[src/design/alu16_pkg.sv]
// ============================================================================
// alu16_pkg
// Shared types and constants for the 16-bit add/sub/mul/div unit.
// ============================================================================
`default_nettype none
package alu16_pkg;
  localparam int unsigned DataW = 16;
  localparam int unsigned ProdW = 2 * DataW;

  typedef enum logic [1:0] {
    OP_ADD = 2'd0,
    OP_SUB = 2'd1,
    OP_MUL = 2'd2,
    OP_DIV = 2'd3
  } op_e;

  // Item carried along the cell row
  typedef struct packed {
    logic             vld;
    op_e              op;
    logic [DataW-1:0] a;
    logic [DataW-1:0] b;
    logic [DataW-1:0] rem;    // partial remainder (div)
    logic [DataW-1:0] quo;    // quotient bits (div)
    logic [ProdW-1:0] acc;    // partial product (mul) or add/sub result
    logic             ovf;
  } slot_t;
endpackage
`default_nettype wire

[src/design/alu16_cell.sv]
// ============================================================================
// alu16_cell
// One step cell: one multiplier bit and one restoring divide bit per cycle while en_i is high.
// ============================================================================
`default_nettype none
module alu16_cell #(
  parameter int unsigned Step = 0
) (
  input  wire logic            clk_i,
  input  wire logic            en_i,
  input  wire alu16_pkg::slot_t slot_i,
  output alu16_pkg::slot_t     slot_o
);
  import alu16_pkg::*;

  slot_t            slot_d, slot_q;
  logic [DataW:0]   trial;
  logic [DataW:0]   diff;

  // Combinational step on the incoming item
  always_comb begin
    slot_d = slot_i;
    trial  = {slot_i.rem, slot_i.a[DataW-1-Step]};
    diff   = trial - {1'b0, slot_i.b};
    if (slot_i.op == OP_MUL) begin
      if (slot_i.b[Step]) begin
        slot_d.acc = slot_i.acc + ({{DataW{1'b0}}, slot_i.a} << Step);
      end
    end else if (slot_i.op == OP_DIV) begin
      if (!diff[DataW]) begin
        slot_d.rem = diff[DataW-1:0];
        slot_d.quo[DataW-1-Step] = 1'b1;
      end else begin
        slot_d.rem = trial[DataW-1:0];
      end
    end
  end

  // Stage register, payload only; valid travels in the struct
  always_ff @(posedge clk_i) begin
    if (en_i) begin
      slot_q <= slot_d;
    end
  end

  assign slot_o = slot_q;
endmodule
`default_nettype wire

[src/design/alu16_add_sub_mul_div.sv]
// ============================================================================
// alu16_add_sub_mul_div
// 16-bit ALU: add, subtract, unsigned multiply and unsigned divide.
// ============================================================================
// Usage:
//   Input channel (in_valid_i/in_ready_o) carries operation, operand_a and
//   operand_b. Output channel (out_valid_o/out_ready_i) returns result,
//   wide_product, remainder, overflow and divide_by_zero, one per input.
//   Config channel (cfg_valid_i/cfg_ready_o) writes signed_mode; write only
//   while no transaction is in flight.
//   Every operation passes a row of 16 step cells (one multiplier bit and
//   one divide bit per cell) plus an output register. Throughput is one
//   transaction per cycle unless the receiver stalls; all ops share the row.
//   When the receiver stalls the whole row holds; the input stays ready
//   while the output register is empty or being drained.
//   Reset clears the vld_q valid flags and signed_mode; data registers,
//   including the vld bit in each cell's slot, are not reset.
// ============================================================================
`default_nettype none
module alu16_add_sub_mul_div (
  input  wire logic                          clk_i,
  input  wire logic                          rst_ni,
  input  wire logic                          cfg_valid_i,
  output logic                               cfg_ready_o,
  input  wire logic                          cfg_signed_mode_i,
  input  wire logic                          in_valid_i,
  output logic                               in_ready_o,
  input  wire logic [1:0]                    operation_i,
  input  wire logic [alu16_pkg::DataW-1:0]   operand_a_i,
  input  wire logic [alu16_pkg::DataW-1:0]   operand_b_i,
  output logic                               out_valid_o,
  input  wire logic                          out_ready_i,
  output logic [alu16_pkg::DataW-1:0]        result_o,
  output logic [alu16_pkg::ProdW-1:0]        wide_product_o,
  output logic [alu16_pkg::DataW-1:0]        remainder_o,
  output logic                               overflow_o,
  output logic                               divide_by_zero_o
);
  import alu16_pkg::*;

  slot_t            row [DataW+1];
  logic [DataW:0]   vld_q;
  logic             adv;
  logic             mode_q;
  slot_t            head;
  logic [DataW:0]   sum;
  logic [DataW:0]   dif;
  slot_t            tail;

  // Config register
  assign cfg_ready_o = 1'b1;
  always_ff @(posedge clk_i or negedge rst_ni) begin
    if (!rst_ni) begin
      mode_q <= 1'b0;
    end else if (cfg_valid_i) begin
      mode_q <= cfg_signed_mode_i;
    end
  end

  // Row advances unless the output register holds an untaken result
  assign adv        = !out_valid_o || out_ready_i;
  assign in_ready_o = adv;

  // Head: add/sub resolved up front, mul/div seeded
  always_comb begin
    head      = '0;
    head.vld  = in_valid_i;
    head.op   = op_e'(operation_i);
    head.a    = operand_a_i;
    head.b    = operand_b_i;
    sum       = {1'b0, operand_a_i} + {1'b0, operand_b_i};
    dif       = {1'b0, operand_a_i} - {1'b0, operand_b_i};
    if (head.op == OP_ADD) begin
      head.acc = {{DataW{1'b0}}, sum[DataW-1:0]};
      head.ovf = mode_q ? (operand_a_i[DataW-1] == operand_b_i[DataW-1]) &&
                          (sum[DataW-1] != operand_a_i[DataW-1])
                        : sum[DataW];
    end else if (head.op == OP_SUB) begin
      head.acc = {{DataW{1'b0}}, dif[DataW-1:0]};
      head.ovf = mode_q ? (operand_a_i[DataW-1] != operand_b_i[DataW-1]) &&
                          (dif[DataW-1] != operand_a_i[DataW-1])
                        : dif[DataW];
    end
  end
  assign row[0] = head;

  // Row of step cells
  for (genvar g = 0; g < DataW; g++) begin : g_cell
    alu16_cell #(.Step(g)) u_cell (
      .clk_i  (clk_i),
      .en_i   (adv),
      .slot_i (row[g]),
      .slot_o (row[g+1])
    );
  end

  // Valid flags along the row and the output register
  always_ff @(posedge clk_i or negedge rst_ni) begin
    if (!rst_ni) begin
      vld_q <= '0;
    end else if (adv) begin
      vld_q <= {vld_q[DataW-1:0], in_valid_i};
    end
  end
  assign out_valid_o = vld_q[DataW];

  always_ff @(posedge clk_i) begin
    if (adv) begin
      tail <= row[DataW];
    end
  end

  // Output formatting
  always_comb begin
    result_o         = '0;
    wide_product_o   = '0;
    remainder_o      = '0;
    overflow_o       = 1'b0;
    divide_by_zero_o = 1'b0;
    case (tail.op)
      OP_ADD, OP_SUB: begin
        result_o   = tail.acc[DataW-1:0];
        overflow_o = tail.ovf;
      end
      OP_MUL: begin
        result_o       = tail.acc[DataW-1:0];
        wide_product_o = tail.acc;
        overflow_o     = |tail.acc[ProdW-1:DataW];
      end
      OP_DIV: begin
        if (tail.b == '0) begin
          divide_by_zero_o = 1'b1;
        end else begin
          result_o    = tail.quo;
          remainder_o = tail.rem;
        end
      end
      default: begin
        result_o = '0;
      end
    endcase
  end
endmodule
`default_nettype wire

[config.mk]
export PLATFORM = sky130hd
export DESIGN_NAME = alu16_add_sub_mul_div
export DESIGN_NICKNAME = d
export VERILOG_FILES = /design/src/design/alu16_pkg.sv /design/src/design/alu16_cell.sv /design/src/design/alu16_add_sub_mul_div.sv
export SDC_FILE = /design/constraint.sdc
export NUM_CORES = 2
export LEC_CHECK = 0
export BUFFER_PORTS_ARGS = -buffer_cell sky130_fd_sc_hd__buf_2
export CORE_MARGIN = 3
export CORE_UTILIZATION = 35
export DETAILED_ROUTE_END_ITERATION = 8
export HOLD_SLACK_MARGIN = 0.08
export PLACE_DENSITY_LB_ADDON = 0.12
export SLEW_MARGIN = 5
export SYNTH_ARGS = -nofsm -noshare
export SYNTH_HDL_FRONTEND = slang
export SYNTH_SLANG_ARGS = --single-unit
[constraint.sdc]
create_clock -name clk_i -period 48.4 [get_ports clk_i]
set_input_delay 4.84 -clock clk_i [delete_from_list [all_inputs] [get_ports clk_i]]
set_output_delay 4.84 -clock clk_i [all_outputs]
set_load 0.03 [all_outputs]
=== Word level (Yosys, flattened, before mapping) ===
Cells that the tools add are included.

* Add/subtract/negate cells: 34
* Equal/unequal tests: 40
* Mux-type cells: 106
* Bitwise gates (word level): 16
* Reduce and logical (&&, ||, !) cells: 27

{| class="wikitable"
|+ Operators by type and width
! cell !! count
|-
| two-way mux 32 bit || 33
|-
| two-way mux 16 bit || 48
|-
| subtractor 17 x 16 -> 17 bit || 15
|-
| == test 2 bit (second input constant) || 34
|-
| OR reduction 2 bit || 17
|-
| two-way mux 33 bit || 1
|-
| adder 32 x 16 -> 32 bit || 1
|-
| adder 32 x 17 -> 32 bit || 1
|-
| adder 32 x 18 -> 32 bit || 1
|-
| adder 32 x 19 -> 32 bit || 1
|-
| adder 32 x 20 -> 32 bit || 1
|-
| adder 32 x 21 -> 32 bit || 1
|-
| adder 32 x 22 -> 32 bit || 1
|-
| adder 32 x 23 -> 32 bit || 1
|-
| adder 32 x 24 -> 32 bit || 1
|-
| adder 32 x 25 -> 32 bit || 1
|-
| adder 32 x 26 -> 32 bit || 1
|-
| adder 32 x 27 -> 32 bit || 1
|-
| adder 32 x 28 -> 32 bit || 1
|-
| adder 32 x 29 -> 32 bit || 1
|-
| adder 32 x 30 -> 32 bit || 1
|-
| adder 32 x 31 -> 32 bit || 1
|-
| one-hot mux 16 bit (2 select lines) || 1
|-
| two-way mux 1 bit || 21
|-
| 16 further kinds || 37
|}

* Bits in registers: 1549

=== Logic depth before layout (Yosys ltp) ===
* Word-level depth: 9
* Gate-level depth with buffers: 20
* Depth with buffers taken out: 20

=== Cells and area by module ===
A second synthesis with hierarchy kept.

* Cell total of the unflattened synthesis: 7600
* Area, all modules: 90397.9 µm²

{| class="wikitable"
|+ By module, submodules not included
! module !! times used !! cells an instance !! area an instance (µm²) !! seq. area each (µm²)
|-
| alu16_add_sub_mul_div || 1 || 507 || 5536.6 || 2942.8
|-
| alu16_cell at g_cell[5].u_cell || 1 || 470 || 5441.5 || 3002.9
|-
| alu16_cell at g_cell[4].u_cell || 1 || 462 || 5417.7 || 3002.9
|-
| alu16_cell at g_cell[0].u_cell || 1 || 449 || 5405.2 || 3002.9
|-
| alu16_cell at g_cell[1].u_cell || 1 || 453 || 5403.9 || 3002.9
|-
| alu16_cell at g_cell[6].u_cell || 1 || 446 || 5367.6 || 3002.9
|-
| alu16_cell at g_cell[11].u_cell || 1 || 446 || 5347.6 || 3002.9
|-
| alu16_cell at g_cell[8].u_cell || 1 || 448 || 5340.1 || 3002.9
|-
| alu16_cell at g_cell[3].u_cell || 1 || 451 || 5326.4 || 3002.9
|-
| alu16_cell at g_cell[14].u_cell || 1 || 452 || 5311.3 || 3002.9
|-
| alu16_cell at g_cell[2].u_cell || 1 || 447 || 5307.6 || 3002.9
|-
| alu16_cell at g_cell[12].u_cell || 1 || 451 || 5252.5 || 3002.9
|-
| alu16_cell at g_cell[9].u_cell || 1 || 427 || 5242.5 || 3002.9
|-
| alu16_cell at g_cell[10].u_cell || 1 || 418 || 5197.5 || 3002.9
|-
| 3 more rows || n/a || n/a || n/a || n/a
|}

=== Worst setup path before layout ===
Ideal clock, no wire load.

* Path type: input port to flip-flop
* Start point: input port out_ready_i
* End point: register vld_q[10]
* Library setup time: 0.208 ns
* Data arrival time: 48.471 ns
* Data required time: 48.192 ns
* Path slack: -0.279 ns
* Cell stages on the path: 4
* Cell sequence: nand2b_1 > clkbuf_1 > clkbuf_1 > mux2_2

* Longest elaborated chain between the ends: 1

{| class="wikitable"
|+ Ends and longest elaborated chain
! what !! RTL line !! source
|-
| start, declared || alu16_add_sub_mul_div.sv:32 || <nowiki>input wire logic out_ready_i,</nowiki>
|-
| logical OR 1 bit || alu16_add_sub_mul_div.sv:61 || <nowiki>assign adv = !out_valid_o || out_ready_i;</nowiki>
|-
| named net in_ready_o || alu16_add_sub_mul_div.sv:27 || <nowiki>output logic in_ready_o,</nowiki>
|-
| end signal, assigned || alu16_add_sub_mul_div.sv:102 || <nowiki>vld_q <= {vld_q[DataW-1:0], in_valid_i};</nowiki>
|-
| end, declared || alu16_add_sub_mul_div.sv:42 || <nowiki>logic [DataW:0] vld_q;</nowiki>
|}

The timed path passes the listed nets, and every way through them passes these cells.
A chain may end at the register's enable or synchronous reset.

=== Final worst setup path ===
* Start point: input port out_ready_i
* End point: output port in_ready_o

* Longest elaborated chain between the ends: 1

{| class="wikitable"
|+ Ends and longest elaborated chain
! what !! RTL line
|-
| logical OR 1 bit || alu16_add_sub_mul_div.sv:61
|-
| end, declared || alu16_add_sub_mul_div.sv:27
|}

No other way between the ends.

==> run_results.csv <==
group,metric,value,unit
status,status,"complete, no violations",
sta,period_share,22.21,%
run,drv_cap,0,
sta,fmax,93.03,MHz
clocking,cts_sinks,1429,
worst_hold_path,holdPathStages,0,
synthesis,synth_top_cell_by_area,"edfxtp_1",
drt,first_iter_violations,2139,
worst_hold_path,hold_start,"g_cell[8].u_cell.slot_o[9]$_DFFE_PP_",
sta,finalHoldViolations,0,
clocking,clk_pin_slew,60,ps
placement,dpl.hpwl,113600,um
sta,slew_headroom,19.57,%
floorplanning,rows,170,
clocking,post_cts_resized,0,
synthesis,synthAdderAreaFrac,9.628,%
synthesis,ys_top_cells_by_area,"edfxtp_1, ha_1, o21ai_0",
synthesis,ys_seq_elements,1429,
synthesis,syn_area,76000,um2
floorplanning,fp.dieW,472.0,um
worst_setup_path,reg2reg_depth,5,
synthesis,synth_cell_types,84,
worst_setup_path,path_max_fanout,59,
floorplanning,ios,109,
synthesis,synth_top_cell_area_share,55.75,%
grt,grt_pass1_wl,249600,um
finish,nets,7227,
worst_setup_path,cp.arrival,5910,ps
drt,firstDrtPassIters,5,
drt,avgViaCountPerCell,4.967,
worst_setup_path,worstSetupStartpoint,"out_ready_i",
grt,grt_pass1_vias,49290,
sta,rsz0062_at_grt,"false",
clocking,cts_buffers,169,
synthesis,avgSynthCellArea,11.78,um2
floorplanning,die_area,222800,um2
synthesis,synth.most_common_cell,"edfxtp_1",
worst_hold_path,hp-class,"reg2reg",
worst_setup_path,critical_path_class,"in2out",
synthesis,synth_compound_area_share,13.54,%
clocking,cts_setup_buffers,0,
synthesis,yosysWarnings,0,
clocking,cts_max_level,4,
sta,fin_crit,10750,ps
drt,drtAntennaViolNets,0,
sta,finClkSkew,24.53,ps
worst_setup_path,r2r_end,"tail[5]$_DFFE_PP_",
worst_setup_path,rr_startpoint,"vld_q[16]$_DFFE_PN0P_",
placement,place.gp.congestion,0.8453,
worst_setup_path,worstSetupStartpointType,"input port",
placement,io_buffers,107,
sta,report.final.slew_viol_count,0,
clocking,clock_latency,790,ps
grt,grt.total_usage,13.60,%
sta,tightest_slew,1206,ps
finish,syn2layout_area_growth,12.28,%
worst_setup_path,rrSetupSlack,43450,ps
clocking,tritoncts,"built",
grt,grt_max_degree,192,
clocking,postCtsHoldBufs,0,
synthesis,synth_top_family_by_area,"compound AO/OA/AOI/OAI gates",
floorplanning,core,215300,um2
synthesis,synthCells,6452,
floorplanning,start_util,35.31,%
synthesis,async_reset_ff_share,1.260,%
synthesis,synth_edf_count,1411,
drt,drt-total-wl,151800,um
worst_hold_path,min_to,"g_cell[9].u_cell.slot_o[9]$_DFFE_PP_",
drt,drc,0,
synthesis,synth_commonest_cells,"edfxtp_1, nand2_1, ha_1",
clocking,root_buffer,"clkbuf_16",
worst_setup_path,cp.required,43560,ps
floorplanning,fp.dieH,472.0,um
synthesis,synth.mux.area_fraction,2.631,%
grt,overflow,0,
synthesis,synth-main-ff-cell,"edfxtp_1",
synthesis,yosysSeqAreaShare,56.35,%
drt,vias,47650,
finish,fin_util,39.64,%
synthesis,synth_simple_gate_area_share,10.68,%
finish,nFillCells,20590,
sta,tns,0,ps
worst_setup_path,endpoint_kind,"primary output",
drt,wl_per_cell,15.82,um
clocking,clock_path_buffers,3,
synthesis,yosys.area_share.xor_xnor,3.937,%
sta,finalSetupViolCount,0,
finish,drive_above_1_share,8.024,%
grt,antenna_found_initial,4,
==> state kept, by name (all words and copies together) (netlist names) <==
| signal | cells |
|---|---|
| mode_q | 1 |
| vld_q | 17 |
| tail | 83 |
| g_cell.u_cell.slot_o | 1328 |
==> through the flow <==
step | hold slack (ps) | cells | worst slack (ps) | instance area (um2)
global placement | 400.5 | 9289 | 37580 | 79880
global route | 406.1 | 9594 | 37510 | 85330
finish | 411.9 | 9594 | 37650 | 85330
detailed placement | 404.5 | 9289 | 37570 | 79880
CTS | 408.1 | 9593 | 37570 | 85330
floorplan | 400.3 | 6458 | 20770 | 76020
==> metal layers <==
metal	global-route usage (%)	wire, um
met5	0	0
met3	2.302	4531
met4	4.967	5048
met1	14.71	61340
met2	26.28	80890
==> cell type report <==
type | instances | area, um2 | area share, %
flip-flops and latches | 1429 | 42820 | 50.18
multi-input cells | 4398 | 30800 | 36.09
clock buffers | 213 | 4497 | 5.270
well taps | 2838 | 3551 | 4.161
inverters | 465 | 1745 | 2.046
repair buffers | 159 | 963.4 | 1.129
clock inverters | 91 | 950.9 | 1.114
diodes | 1 | 2.502 | 0.002933
==> kinds of logic (layout without fill, tap and decap cells) <==
| kind of cell | Yosys count | in the layout |
|---|---|---|
| simple gates | 1695 | 1695 |
| compound gates | 1599 | 1599 |
| flops | 1429 | 1429 |
| buf+inv | 631 | 928 |
| fa+ha+maj | 565 | 565 |
| xor+xnor | 339 | 339 |
| mux | 192 | 192 |
| other cells | 2 | 9 |
==> placed cells by master, fill, tap and decap left out, types with 99 or more instances in the layout <==
cell	instances
inv_1	465
a31oi_1	99
edfxtp_1	1411
buf_2	107
mux2i_1	130
xor2_1	139
nand3_1	157
clkbuf_16	171
o21ai_0	517
xnor2_1	197
a21oi_1	273
nand2_1	555
ha_1	532
nor2_1	368
nor3_1	111
a21o_1	156
==> worst max-delay path: stages <==
cell and delay, ps:
buf_2 70, nand2b_4 650, buf_2 330
==> worst max path at each step <==
stage	end	cells past startpoint
6_report	in_ready_o	3
5_1_grt	in_ready_o	3
4_1_cts	in_ready_o	3
3_5_place_dp	in_ready_o	3
3_3_place_gp	in_ready_o	3
2_1_floorplan	in_ready_o	3
Power is left out: the tool's default activity adds up to more than one toggle a clock period on the data nets, which glitch-free logic cannot reach.
